$ cat src/stepper_step_time_planner_assert.svh
// Assertion macros used by the step time planner controller.
// Needs clk and arst_n in the scope where a macro is used.
`ifndef STEPPER_STEP_TIME_PLANNER_ASSERT_SVH
`define STEPPER_STEP_TIME_PLANNER_ASSERT_SVH

// Same-cycle implication, checked outside reset.
`define SSTP_ASSERT_IMP(lbl, ant, con, msg) \
	lbl: assert property (@(posedge clk) disable iff (!arst_n) (ant) |-> (con)) else $error(msg);

// Next-cycle implication, checked outside reset.
`define SSTP_ASSERT_NEXT(lbl, ant, con, msg) \
	lbl: assert property (@(posedge clk) disable iff (!arst_n) (ant) |=> (con)) else $error(msg);

`endif

$ cat src/sstp_pkg.sv
// Package for the step time planner: constants, controller states,
// datapath commands and status. No dependencies.
package sstp_pkg;

	localparam int FRAC_W = 16;
	localparam logic [15:0] PERIOD_TICKS = 16'hFFFF;
	localparam logic [6:0] MAX_STEPS = 7'd64;
	localparam logic [40:0] DSCALE_MAX = 41'h100_0000_0000;

	localparam logic REG_VSCALE = 1'b0;
	localparam logic REG_DSCALE = 1'b1;

	localparam logic [1:0] PWR_HOLD = 2'd0;
	localparam logic [1:0] PWR_RUN  = 2'd1;
	localparam logic [1:0] PWR_ACC  = 2'd2;

	typedef enum logic [3:0] {
		ST_IDLE, ST_VMUL, ST_PREP, ST_FHI, ST_INIT, ST_CHK0, ST_STEP,
		ST_TA, ST_TB, ST_TC, ST_TD, ST_TE, ST_LOOP, ST_EMIT, ST_FIN
	} state_t;

	typedef enum logic [3:0] {
		OP_NONE, OP_LOAD, OP_MUL_V, OP_PREP, OP_MUL_FH, OP_INIT_S, OP_STEP,
		OP_TR_A, OP_TR_B, OP_TR_C, OP_TR_D, OP_TR_E, OP_MID, OP_RESULT,
		OP_LOAD_OUT, OP_FINISH
	} dp_op_t;

	typedef enum logic [1:0] {
		PH_LO, PH_HI, PH_MID
	} phase_t;

	typedef struct packed {
		dp_op_t op;
		phase_t phase;
		logic   last;
	} dp_cmd_t;

	typedef struct packed {
		logic [6:0] n;
		logic       cont;
	} dp_status_t;

endpackage

$ cat src/sstp_in_if.sv
// Input channel of the step time planner: one motion period per item.
// Depends on nothing.
interface sstp_in_if;
	logic               valid;
	logic               ready;
	logic               load_acceleration;
	logic signed [23:0] new_acceleration;

	modport source (output valid, load_acceleration, new_acceleration, input ready);
	modport sink (input valid, load_acceleration, new_acceleration, output ready);
endinterface

$ cat src/sstp_out_if.sv
// Output channel of the step time planner: one step event per item.
// Depends on nothing.
interface sstp_out_if;
	logic        valid;
	logic        ready;
	logic [15:0] step_time;
	logic        step_direction;
	logic [1:0]  power_level;
	logic        last_step;

	modport source (output valid, step_time, step_direction, power_level, last_step,
		input ready);
	modport sink (input valid, step_time, step_direction, power_level, last_step,
		output ready);
endinterface

$ cat src/stepper_step_time_planner.sv
// Step time planner for one stepper motor with constant acceleration. Each
// input item is one motion period; it may load a new acceleration, and the
// block then emits one item per step of that period (time tick, direction,
// power level, last marker), at most 64, before it takes the next period.
// An item runs through the setup states, then per emitted step a bisection
// search over the 16-bit step time, and a closing state; a period without
// steps goes from setup straight to the closing state. A step item that
// cannot leave because the previous one still waits in the output register
// holds the sequence until the receiver takes it. The pace is set by
// the one shared multiplier: each distance evaluation along the bisection
// runs through it in three passes and a final add and compare. The last
// result of a period may still wait in the output register while the next
// period is accepted. A register write takes effect at any cycle, so the
// registers must be written only while the block is idle with no period
// in work.
module stepper_step_time_planner
	import sstp_pkg::*;
(
	input  logic        clk,
	input  logic        arst_n,
	input  logic        cfg_we,
	input  logic        cfg_index,
	input  logic [40:0] cfg_wdata,
	sstp_in_if.sink     plan_in,
	sstp_out_if.source  step_out
);

	// Command and status between the sequencer and the arithmetic.
	dp_cmd_t    cmd;
	dp_status_t st;

	sstp_ctrl u_ctrl (
		.clk       (clk),
		.arst_n    (arst_n),
		.in_valid  (plan_in.valid),
		.in_ready  (plan_in.ready),
		.out_ready (step_out.ready),
		.out_valid (step_out.valid),
		.cmd       (cmd),
		.st        (st)
	);

	sstp_dp u_dp (
		.clk               (clk),
		.arst_n            (arst_n),
		.cfg_we            (cfg_we),
		.cfg_index         (cfg_index),
		.cfg_wdata         (cfg_wdata),
		.load_acceleration (plan_in.load_acceleration),
		.new_acceleration  (plan_in.new_acceleration),
		.cmd               (cmd),
		.st                (st),
		.step_time         (step_out.step_time),
		.step_direction    (step_out.step_direction),
		.power_level       (step_out.power_level),
		.last_step         (step_out.last_step)
	);

endmodule

$ cat src/sstp_dp.sv
// Datapath of the step time planner: motion state, configuration, one shared
// multiplier, bisection bounds and the output register. Uses sstp_pkg.
module sstp_dp
	import sstp_pkg::*;
(
	input  logic               clk,
	input  logic               arst_n,
	input  logic               cfg_we,
	input  logic               cfg_index,
	input  logic [40:0]        cfg_wdata,
	input  logic               load_acceleration,
	input  logic signed [23:0] new_acceleration,
	input  dp_cmd_t            cmd,
	output dp_status_t         st,
	output logic [15:0]        step_time,
	output logic               step_direction,
	output logic [1:0]         power_level,
	output logic               last_step
);

	logic signed [23:0] acc_q;
	logic signed [31:0] vel_q;
	logic [15:0]        frac_q;
	logic [31:0]        pos_q;
	logic [20:0]        vscale_q;
	logic [40:0]        dscale_q;

	logic signed [18:0] steps_q;
	logic [15:0]        rem_q;
	logic [6:0]         n_q;
	logic               back_q;
	logic [1:0]         power_q;

	logic signed [32:0] mul_a;
	logic signed [21:0] mul_b;
	logic signed [54:0] prod_q;
	logic signed [53:0] vp_q;
	logic signed [53:0] x_q;
	logic [43:0]        plo_q;
	logic [36:0]        flo_q;
	logic signed [63:0] s_q;
	logic [15:0]        tt_q, lo_q, hi_q, tcur_q;
	logic               ge_lo_q, mode_q;

	logic signed [34:0] sum;
	logic signed [18:0] steps;
	logic [19:0]        mag;
	logic [56:0]        unit;
	logic [56:0]        fd;
	logic signed [71:0] trav;
	logic signed [71:0] s_ext;
	logic [16:0]        mid_sum;

	assign sum = {{11{acc_q[23]}}, acc_q} + {{2{vel_q[31]}}, vel_q, 1'b0}
		+ {19'b0, frac_q};
	assign steps = sum[34:16];
	assign mag = steps[18] ? (20'd0 - {steps[18], steps}) : {steps[18], steps};
	assign unit = {dscale_q, 16'b0};
	assign fd = {prod_q[35:0], 21'b0} + {20'b0, flo_q};
	assign trav = {prod_q[43], prod_q[43:0], 27'b0} + {28'b0, plo_q};
	assign s_ext = {{8{s_q[63]}}, s_q};
	assign mid_sum = {1'b0, hi_q} + {1'b0, lo_q};

	always_comb begin
		mul_a = '0;
		mul_b = '0;
		unique case (cmd.op)
			OP_MUL_V: begin
				mul_a = {vel_q[31], vel_q};
				mul_b = {1'b0, vscale_q};
			end
			OP_PREP: begin
				mul_a = {12'b0, dscale_q[20:0]};
				mul_b = {6'b0, frac_q};
			end
			OP_MUL_FH: begin
				mul_a = {13'b0, dscale_q[40:21]};
				mul_b = {6'b0, frac_q};
			end
			OP_TR_A: begin
				mul_a = {{9{acc_q[23]}}, acc_q};
				mul_b = {6'b0, tt_q};
			end
			OP_TR_C: begin
				mul_a = {6'b0, x_q[26:0]};
				mul_b = {6'b0, tt_q};
			end
			OP_TR_D: begin
				mul_a = {{6{x_q[53]}}, x_q[53:27]};
				mul_b = {6'b0, tt_q};
			end
			default: begin
				mul_a = '0;
				mul_b = '0;
			end
		endcase
	end

	always_ff @(posedge clk or negedge arst_n) begin
		if (!arst_n) begin
			acc_q    <= '0;
			vel_q    <= '0;
			frac_q   <= '0;
			pos_q    <= '0;
			vscale_q <= 21'd1;
			dscale_q <= 41'd1;
		end else begin
			if (cfg_we) begin
				if (cfg_index == REG_VSCALE) begin
					vscale_q <= cfg_wdata[20:0];
				end else begin
					dscale_q <= (cfg_wdata > DSCALE_MAX) ? DSCALE_MAX : cfg_wdata;
				end
			end
			if (cmd.op == OP_LOAD && load_acceleration) begin
				acc_q <= new_acceleration;
			end
			if (cmd.op == OP_FINISH) begin
				vel_q  <= vel_q + {{8{acc_q[23]}}, acc_q};
				frac_q <= rem_q;
				pos_q  <= pos_q + {{13{steps_q[18]}}, steps_q};
			end
		end
	end

	always_ff @(posedge clk) begin
		prod_q <= 55'(mul_a) * 55'(mul_b);
		case (cmd.op)
			OP_PREP: begin
				vp_q    <= prod_q[53:0];
				steps_q <= steps;
				rem_q   <= sum[15:0];
				back_q  <= steps[18];
				n_q     <= (mag > 20'(MAX_STEPS)) ? MAX_STEPS : mag[6:0];
				power_q <= (acc_q != 0) ? PWR_ACC : ((vel_q == 0) ? PWR_HOLD : PWR_RUN);
			end
			OP_MUL_FH: flo_q <= prod_q[36:0];
			OP_INIT_S: begin
				s_q    <= back_q ? (64'(unit) - 64'(fd)) : (64'd0 - 64'(fd));
				tcur_q <= '0;
			end
			OP_STEP: begin
				s_q  <= back_q ? (s_q - 64'(unit)) : (s_q + 64'(unit));
				lo_q <= tcur_q;
				hi_q <= PERIOD_TICKS;
				tt_q <= tcur_q;
			end
			OP_TR_B: x_q <= prod_q[53:0] + vp_q;
			OP_TR_D: plo_q <= prod_q[43:0];
			OP_TR_E: begin
				case (cmd.phase)
					PH_LO: begin
						ge_lo_q <= s_ext >= trav;
						tt_q    <= PERIOD_TICKS;
					end
					PH_HI: mode_q <= ge_lo_q && (s_ext <= trav);
					default: begin
						if (mode_q ? (s_ext < trav) : (s_ext > trav)) begin
							hi_q <= tt_q;
						end else begin
							lo_q <= tt_q;
						end
					end
				endcase
			end
			OP_MID: tt_q <= mid_sum[16:1];
			OP_RESULT: tcur_q <= mid_sum[16:1];
			OP_LOAD_OUT: begin
				step_time      <= tcur_q;
				step_direction <= back_q;
				power_level    <= power_q;
				last_step      <= cmd.last;
			end
			default: ;
		endcase
	end

	assign st.n = n_q;
	assign st.cont = mode_q ? ({1'b0, lo_q} + 17'd2 < {1'b0, hi_q})
		: ({1'b0, lo_q} + 17'd1 < {1'b0, hi_q});

endmodule

$ cat src/sstp_ctrl.sv
// Controller of the step time planner: sequences the datapath through the
// period setup, the bisection per step and the output handshake. Uses sstp_pkg.
`include "stepper_step_time_planner_assert.svh"

module sstp_ctrl
	import sstp_pkg::*;
(
	input  logic       clk,
	input  logic       arst_n,
	input  logic       in_valid,
	output logic       in_ready,
	input  logic       out_ready,
	output logic       out_valid,
	output dp_cmd_t    cmd,
	input  dp_status_t st
);

	state_t     state_q, state_d;
	phase_t     phase_q, phase_d;
	logic [6:0] k_q, k_d;
	logic       ovalid_q, ovalid_d;

	always_ff @(posedge clk or negedge arst_n) begin
		if (!arst_n) begin
			state_q  <= ST_IDLE;
			phase_q  <= PH_LO;
			k_q      <= '0;
			ovalid_q <= 1'b0;
		end else begin
			state_q  <= state_d;
			phase_q  <= phase_d;
			k_q      <= k_d;
			ovalid_q <= ovalid_d;
		end
	end

	always_comb begin
		state_d   = state_q;
		phase_d   = phase_q;
		k_d       = k_q;
		cmd.op    = OP_NONE;
		cmd.phase = phase_q;
		cmd.last  = (k_q + 7'd1 == st.n);
		in_ready  = 1'b0;
		ovalid_d  = ovalid_q && !out_ready;
		unique case (state_q)
			ST_IDLE: begin
				in_ready = 1'b1;
				k_d = '0;
				if (in_valid) begin
					cmd.op = OP_LOAD;
					state_d = ST_VMUL;
				end
			end
			ST_VMUL: begin
				cmd.op = OP_MUL_V;
				state_d = ST_PREP;
			end
			ST_PREP: begin
				cmd.op = OP_PREP;
				state_d = ST_FHI;
			end
			ST_FHI: begin
				cmd.op = OP_MUL_FH;
				state_d = ST_INIT;
			end
			ST_INIT: begin
				cmd.op = OP_INIT_S;
				state_d = ST_CHK0;
			end
			ST_CHK0: state_d = (st.n == '0) ? ST_FIN : ST_STEP;
			ST_STEP: begin
				cmd.op = OP_STEP;
				phase_d = PH_LO;
				state_d = ST_TA;
			end
			ST_TA: begin
				cmd.op = OP_TR_A;
				state_d = ST_TB;
			end
			ST_TB: begin
				cmd.op = OP_TR_B;
				state_d = ST_TC;
			end
			ST_TC: begin
				cmd.op = OP_TR_C;
				state_d = ST_TD;
			end
			ST_TD: begin
				cmd.op = OP_TR_D;
				state_d = ST_TE;
			end
			ST_TE: begin
				cmd.op = OP_TR_E;
				if (phase_q == PH_LO) begin
					phase_d = PH_HI;
					state_d = ST_TA;
				end else begin
					state_d = ST_LOOP;
				end
			end
			ST_LOOP: begin
				if (st.cont) begin
					cmd.op = OP_MID;
					phase_d = PH_MID;
					state_d = ST_TA;
				end else begin
					cmd.op = OP_RESULT;
					state_d = ST_EMIT;
				end
			end
			ST_EMIT: begin
				if (!ovalid_q || out_ready) begin
					cmd.op = OP_LOAD_OUT;
					ovalid_d = 1'b1;
					k_d = k_q + 7'd1;
					state_d = cmd.last ? ST_FIN : ST_STEP;
				end
			end
			ST_FIN: begin
				cmd.op = OP_FINISH;
				state_d = ST_IDLE;
			end
			default: state_d = ST_IDLE;
		endcase
	end

	assign out_valid = ovalid_q;

	`SSTP_ASSERT_IMP(a_out_slot_free, cmd.op == OP_LOAD_OUT, !ovalid_q || out_ready, "result overwritten before it was taken")
	`SSTP_ASSERT_IMP(a_count_bound, state_q == ST_EMIT, k_q < st.n, "step count ran past the period total")
	`SSTP_ASSERT_NEXT(a_busy_after_accept, in_valid && in_ready, !in_ready, "second item taken while a period is in work")

endmodule
$ cat src/flat_wrapper.sv
// flat-port wrapper written by rule: the top's interface ports become plain ports
module stepper_step_time_planner_flat import sstp_pkg::*;
  (clk, arst_n, cfg_we, cfg_index, cfg_wdata, plan_in_valid, plan_in_load_acceleration, plan_in_new_acceleration, plan_in_ready, step_out_valid, step_out_step_time, step_out_step_direction, step_out_power_level, step_out_last_step, step_out_ready);
  sstp_in_if plan_in_i ();
  sstp_out_if step_out_i ();
  input  logic clk;
  input  logic arst_n;
  input  logic cfg_we;
  input  logic cfg_index;
  input  logic [40:0] cfg_wdata;
  input wire logic [$bits(plan_in_i.valid)-1:0] plan_in_valid;
  input wire logic [$bits(plan_in_i.load_acceleration)-1:0] plan_in_load_acceleration;
  input wire logic [$bits(plan_in_i.new_acceleration)-1:0] plan_in_new_acceleration;
  output wire logic [$bits(plan_in_i.ready)-1:0] plan_in_ready;
  output wire logic [$bits(step_out_i.valid)-1:0] step_out_valid;
  output wire logic [$bits(step_out_i.step_time)-1:0] step_out_step_time;
  output wire logic [$bits(step_out_i.step_direction)-1:0] step_out_step_direction;
  output wire logic [$bits(step_out_i.power_level)-1:0] step_out_power_level;
  output wire logic [$bits(step_out_i.last_step)-1:0] step_out_last_step;
  input wire logic [$bits(step_out_i.ready)-1:0] step_out_ready;
  assign plan_in_i.valid = plan_in_valid;
  assign plan_in_i.load_acceleration = plan_in_load_acceleration;
  assign plan_in_i.new_acceleration = plan_in_new_acceleration;
  assign plan_in_ready = plan_in_i.ready;
  assign step_out_valid = step_out_i.valid;
  assign step_out_step_time = step_out_i.step_time;
  assign step_out_step_direction = step_out_i.step_direction;
  assign step_out_power_level = step_out_i.power_level;
  assign step_out_last_step = step_out_i.last_step;
  assign step_out_i.ready = step_out_ready;
  stepper_step_time_planner u_core (.clk(clk), .arst_n(arst_n), .cfg_we(cfg_we), .cfg_index(cfg_index), .cfg_wdata(cfg_wdata), .plan_in(plan_in_i), .step_out(step_out_i));
endmodule
$ cat config.mk
export PLATFORM = sky130hd
export DESIGN_NAME = stepper_step_time_planner_flat
export DESIGN_NICKNAME = d
export VERILOG_FILES = /design/src/sstp_pkg.sv /design/src/sstp_in_if.sv /design/src/sstp_out_if.sv /design/src/stepper_step_time_planner.sv /design/src/sstp_dp.sv /design/src/sstp_ctrl.sv /design/src/flat_wrapper.sv
export VERILOG_INCLUDE_DIRS = /design/src /design/src/src
export SDC_FILE = /design/constraint.sdc
export NUM_CORES = 2
export LEC_CHECK = 0
export BUFFER_PORTS_ARGS = -buffer_cell sky130_fd_sc_hd__buf_2
export CAP_MARGIN = 5
export CELL_PAD_IN_SITES_DETAIL_PLACEMENT = 0
export CELL_PAD_IN_SITES_GLOBAL_PLACEMENT = 2
export CORE_MARGIN = 2
export CORE_UTILIZATION = 39
export CTS_BUF_LIST = sky130_fd_sc_hd__clkbuf_8
export DETAILED_ROUTE_END_ITERATION = 10
export GPL_TIMING_DRIVEN = 0
export PLACE_DENSITY = 0.89
export SLEW_MARGIN = 20
export SYNTH_ARGS = -nofsm -noshare
export SYNTH_HDL_FRONTEND = slang
export SYNTH_HIERARCHICAL = 1
export SYNTH_SLANG_ARGS = --single-unit
$ cat constraint.sdc
create_clock -name clk -period 13.7 [get_ports clk]
set_input_delay 2.74 -clock clk [delete_from_list [all_inputs] [get_ports clk]]
set_output_delay 2.74 -clock clk [all_outputs]
set_load 0.005 [all_outputs]
==> After elaboration in Yosys (flattened, before gate mapping) <==
Cells that the tools add are included.
{ "classes": {"add_sub_neg": 15, "mux": 38, "n_eq_ne": 39, "n_lt_le_gt_ge": 8, "bitwise": 1, "n_reduce_logical": 30, "multipliers": 1} }
{ "op_table": {"columns": ["cell", "count"], "rows": [
  ["case mux 33 bit (6 select lines)", 1],
  ["two-way mux 64 bit", 2],
  ["case mux 64 bit (2 select lines)", 1],
  ["case mux 4 bit (14 select lines)", 2],
  ["case mux 16 bit (2 select lines)", 3],
  ["two-way mux 16 bit", 5],
  ["adder 71 x 45 -> 72 bit", 1],
  ["greater-or-equal comparator 64 x 72 -> 1 bit", 1],
  ["> comparator 64 x 72 -> 1 bit", 1],
  ["<= comparator 64 x 72 -> 1 bit", 1],
  ["less-than comparator 64 x 72 -> 1 bit", 1],
  ["adder 64 x 57 -> 64 bit", 1],
  ["subtractor 64 x 57 -> 64 bit", 1],
  ["case mux 21 bit (3 select lines)", 1],
  ["== test 4 bit (second input constant)", 15],
  ["subtractor 1 x 57 -> 58 bit (first input constant)", 1],
  ["subtractor 57 x 57 -> 58 bit", 1],
  ["adder 57 x 37 -> 57 bit", 1],
  ["adder 54 bit", 1],
  ["multiplier 33 x 22 -> 54 bit", 1],
  ["case mux 16 bit (3 select lines)", 1],
  ["> comparator 41 bit (second input constant)", 1],
  ["two-way mux 41 bit", 1],
  ["adder 35 x 16 -> 35 bit", 1],
  ["other kinds (38)", 86]
]} }
{ "word_totals": {"word_cells": 161, "inputBits": 72, "regBits": 567, "output_inout_bits": 22} }

==> Longest topological paths before layout <==
{ "depth": {"word_depth": 9, "mapped_depth": 57, "depth_no_buf": 53} }

==> By module <==
The synthesis kept the hierarchy.
{ "modules_own_cells": {"columns": ["mod", "seq_area_each_um2", "cells_each", "n_inst", "area_per_inst_um2"], "rows": [
  ["sstp_dp", 15397.3, 6451, 1, 60689.5],
  ["sstp_ctrl", 350.3, 140, 1, 1071.0]
]} }

==> Worst setup path before layout <==
OpenSTA, ideal clock, no wires.
{ "synth_timing": {"path_type": "input-to-reg", "from": "input step_out_ready", "to": "register u_core.u_dp.prod_q[52]", "t_arrival_ps": 13441, "path_slack_ps": 133, "required_ps": 13573, "cell_stages": 36, "setup_ps": 127, "n_path_buf": 2, "cell_sequence": "nand2b_1 -> nand2_1 -> o221ai_1 -> o21ai_0 -> o21ai_0 -> nand2_1 -> nor3_1 -> clkbuf_1 -> a22oi_1 -> nand3_1 -> clkbuf_1 -> nand2_1 -> fa_1 -> fa_1 -> fa_1 -> inv_1 -> fa_1 -> fa_1 -> fa_1 -> inv_1 -> fa_1 -> inv_1 -> ha_1 -> a21o_1 -> a21o_1 -> a21oi_1 -> o21ai_0 -> a21oi_1 -> o21ai_0 -> a21oi_1 -> o31ai_1 -> a221oi_1 -> nor2b_1 -> a21oi_1 -> o21ai_0 -> xor2_1"} }
{ "synth_lines": {"columns": ["item", "line_no", "text"], "rows": [
  ["start: declaration", "flat_wrapper.sv:20", "input wire logic [$bits(step_out_i.ready)-1:0] step_out_ready;"],
  ["end signal: assignment", "sstp_dp.sv:127", "prod_q <= 55'(mul_a) * 55'(mul_b);"],
  ["end: declaration", "sstp_dp.sv:36", "logic signed [54:0] prod_q;"]
]} }

==> run_results.csv <==
group,metric,value,unit
run_status,run_status,"completed",
placement,dp_hpwl,179,mm
route,drt_pre_antenna_iters,5,
global_routing,met1_usage,36.8,%
logic_synthesis,synth_fp_nets,7870,
layout,area_growth,9.97,%
layout,fillers,15700,
logic_synthesis,ys_ff_latch,567,
global_routing,grt_overflow,0,
logic_synthesis,yosys.area_share.xor_xnor,5.93,%
logic_synthesis,synth_flop_cell,"edfxtp_1",
global_routing,grt_busiest_layer,"met2",
global_routing,antenna_found_initial,13,
logic_synthesis,synthMuxAreaShare,1.29,%
logic_synthesis,syn-cell-area,61800,sq um
logic_synthesis,synth_cell_types,89,
logic_synthesis,syn_area_per_cell,9.37,sq um
placement,place_congestion,0.964,
floorplan,dieArea,162000,sq um
floorplan,core_area,158000,sq um
floorplan,top_level_ports,94,
clock_network,cts_tree,"done",
logic_synthesis,async_flop_share,26.1,%
worst_setup_path,cpPeakStageDelay,0.56,ns
global_routing,grt_max_degree,87,
worst_hold_path,hp-class,"reg -> reg",
logic_synthesis,ys_seq_area_share,25.5,%
layout,nNetsFinal,8096,
floorplan,die_h,402,um
clock_network,insertion_delay,0.85,ns
floorplan,rows,146,
worst_setup_path,path_max_fanout,10,
route,drc,0,
sta,rsz0062_at_grt,"no",
worst_setup_path,critPathRequiredTime,14.37,ns
logic_synthesis,synth_top_family_by_area,"adder cells",
logic_synthesis,synthAdderAreaFrac,32.9,%
global_routing,grt_pass1_vias,49300,
route,via_per_inst,5.54,
global_routing,use_met3,5.70,%
sta,finalSetupViolations,0,
worst_setup_path,endpoint_kind,"flop",
route,antenna_left,0,
job,cap_viol_max_count,0,
clock_network,clkSlewWorstSetupHoldPaths,0.06,ns
sta,fmax,0.0761,GHz
sta,slew_headroom,22.7,%
floorplan,start_util,39.1,%
clock_network,cts_buffers,99,
worst_setup_path,crit_buf_inv,8,
layout,drive_gt1_share,7.60,%
logic_synthesis,synth_edf_count,365,
worst_setup_path,crit_cells,52,
worst_setup_path,cpMaxStageDelayCell,"clkbuf_1",
clock_network,cts_buffer_depth,3,
global_routing,grt_pass1_wl,320,mm
sta,worst_pin_slew,1.16,ns
clock_network,cts.htree.levels,3,
clock_network,hold_buffers,0,
route,vias,49800,
sta,clock_skew,0.0897,ns
sta,hold_viol_final,0,
sta,timing.hold.ws,0.428,ns
layout,final_common_cell,"inv_1",
sta,slew_violations,0,
clock_network,clkSinkCount,567,
logic_synthesis,syn_inst,6591,
layout,final_cell_mix,"944 x inv_1, 695 x fa_1, 685 x nand2_1",
worst_setup_path,path_delay_family,"compound AO/OA/AOI/OAI gates",
logic_synthesis,synth_simple_gate_area_share,14.5,%
sta,post-route-period-util,95.9,%
logic_synthesis,yosysWarnings,6,
global_routing,use_met2,41.5,%
floorplan,die_w,402,um
placement,port_buffers,93,
worst_setup_path,cp.arrival,13.80,ns
route,drt_iter0_drc,4729,
clock_network,clock-root-buffer,"clkbuf_8",
logic_synthesis,synth-compound-area-share,12.9,%
worst_setup_path,critPathLaunchType,"flop",
worst_setup_path,reg2reg_depth,52,
sta,final.min_clock_period,13.13,ns
worst_hold_path,holdPathStages,0,
layout,utilization,43.0,%
route,wl_per_cell,24.1,um
worst_setup_path,critPathKind,"reg -> reg",
global_routing,grt_use_total,26.8,%
worst_setup_path,r2r_slack,0.57,ns
route,wirelength,217,mm
## per-stage QoR
| step | worst slack [ns] | setup TNS (ns) | instance area (sq um) | cells |
|---|---|---|---|---|
| finish | 0.566 | 0 | 67900 | 8984 |
| global route | 0.00168 | 0 | 67900 | 8980 |
| CTS | 0.00124 | 0 | 67600 | 8960 |
| detailed placement | -3.32 | -77.76 | 65200 | 8778 |
| global placement | -5.56 | -178.03 | 64800 | 8756 |
| floorplan | 0.133 | 0 | 61800 | 6591 |
## per-layer routing
metal | share of wire, % | up-vias
met3 | 8.5 | 368
met4 | 4.2 | 8
met1 | 43 | 25000
met2 | 44 | 1958
li1 | - | 22500
met5 | 0.024 | -
## final timing paths
kind	startpoint	end
min	u_core/u_dp/power_q[1]	u_core/u_dp/power_level[1]
max in group asynchronous	arst_n	u_core/u_dp/acc_q[23]
max reg2reg	u_core/u_dp/lo_q[1]	u_core/u_dp/prod_q[52]
min in group asynchronous	arst_n	u_core/u_ctrl/k_q[2]
max	u_core/u_dp/lo_q[1]	u_core/u_dp/prod_q[52]
min reg2reg	u_core/u_dp/power_q[1]	u_core/u_dp/power_level[1]
## cells in the mapped netlist (10+ instances only)
cell type	instances	share of area (%)
nor3b_1	23	0.28
inv_1	911	5.5
a41oi_1	12	0.17
and2_1	68	0.69
clkbuf_1	222	1.3
o21a_1	61	0.74
a31oi_1	23	0.23
nor3_1	62	0.50
xnor2_1	254	3.6
a21boi_0	10	0.12
a21o_1	181	2.2
o31ai_1	21	0.26
fa_1	697	23
dfrtp_1	146	5.9
o21ai_0	223	1.8
mux2_2	68	1.2
o211ai_1	22	0.27
nand3_1	110	0.89
nand2_1	687	4.2
xor2_1	164	2.3
a21oi_1	344	2.8
o21bai_1	48	0.58
a211oi_1	22	0.27
or2_2	15	0.15
a22oi_1	83	1.0
nor2_1	604	3.7
edfxtp_1	365	18
nor2b_1	69	0.70
or4_1	11	0.13
nand2b_1	59	0.60
and3_1	83	0.84
o22a_1	14	0.20
nand4_1	50	0.51
dfxtp_1	54	1.8
and4_1	11	0.16
nor4_1	43	0.44
or3_1	46	0.47
ha_1	510	10
a22o_1	43	0.61
## cells by family after synthesis
logic type      after synthesis
compound gates             1216
buf+inv                    1150
mux                          71
flops                       567
xor+xnor                    418
fa+ha+maj                  1207
simple gates               1962
## layout make-up
cell class / instances / area (sq um) / share of cell area (%)
Antenna cell: 8 / 20.0 / 0.0295
Buffer: 224 / 997 / 1.47
Clock buffer: 124 / 1710 / 2.51
Clock inverter: 64 / 532 / 0.783
Inverter: 911 / 3420 / 5.04
Multi-Input combinational cell: 4874 / 41900 / 61.8
Sequential cell: 567 / 15700 / 23.2
Tap cell: 2072 / 2590 / 3.82
Timing Repair Buffer: 140 / 956 / 1.41
## sequential cells by signal (all words and copies together) (netlist names), 4 cells and up
name,cells
u_core/u_ctrl/k_q,7
u_core/u_ctrl/state_q,4
u_core/u_dp/acc_q,24
u_core/u_dp/dscale_q,41
u_core/u_dp/flo_q,37
u_core/u_dp/frac_q,16
u_core/u_dp/hi_q,16
u_core/u_dp/lo_q,16
u_core/u_dp/n_q,7
u_core/u_dp/plo_q,44
u_core/u_dp/prod_q,54
u_core/u_dp/rem_q,16
u_core/u_dp/s_q,64
u_core/u_dp/step_time,16
u_core/u_dp/tcur_q,16
u_core/u_dp/tt_q,16
u_core/u_dp/vel_q,32
u_core/u_dp/vp_q,54
u_core/u_dp/vscale_q,21
u_core/u_dp/x_q,54
## timing repair
item | 4_1_cts | 5_1_grt
cloned | 0 | 0
setup endpoints to repair | 39 | 17
pin swaps | 4 | 5
buffers inserted | 3 | 22
gates resized for setup | 108 | 54
Power is not shown: default switching activity piles up to over one toggle a cycle in this logic, so the estimate is an artifact.
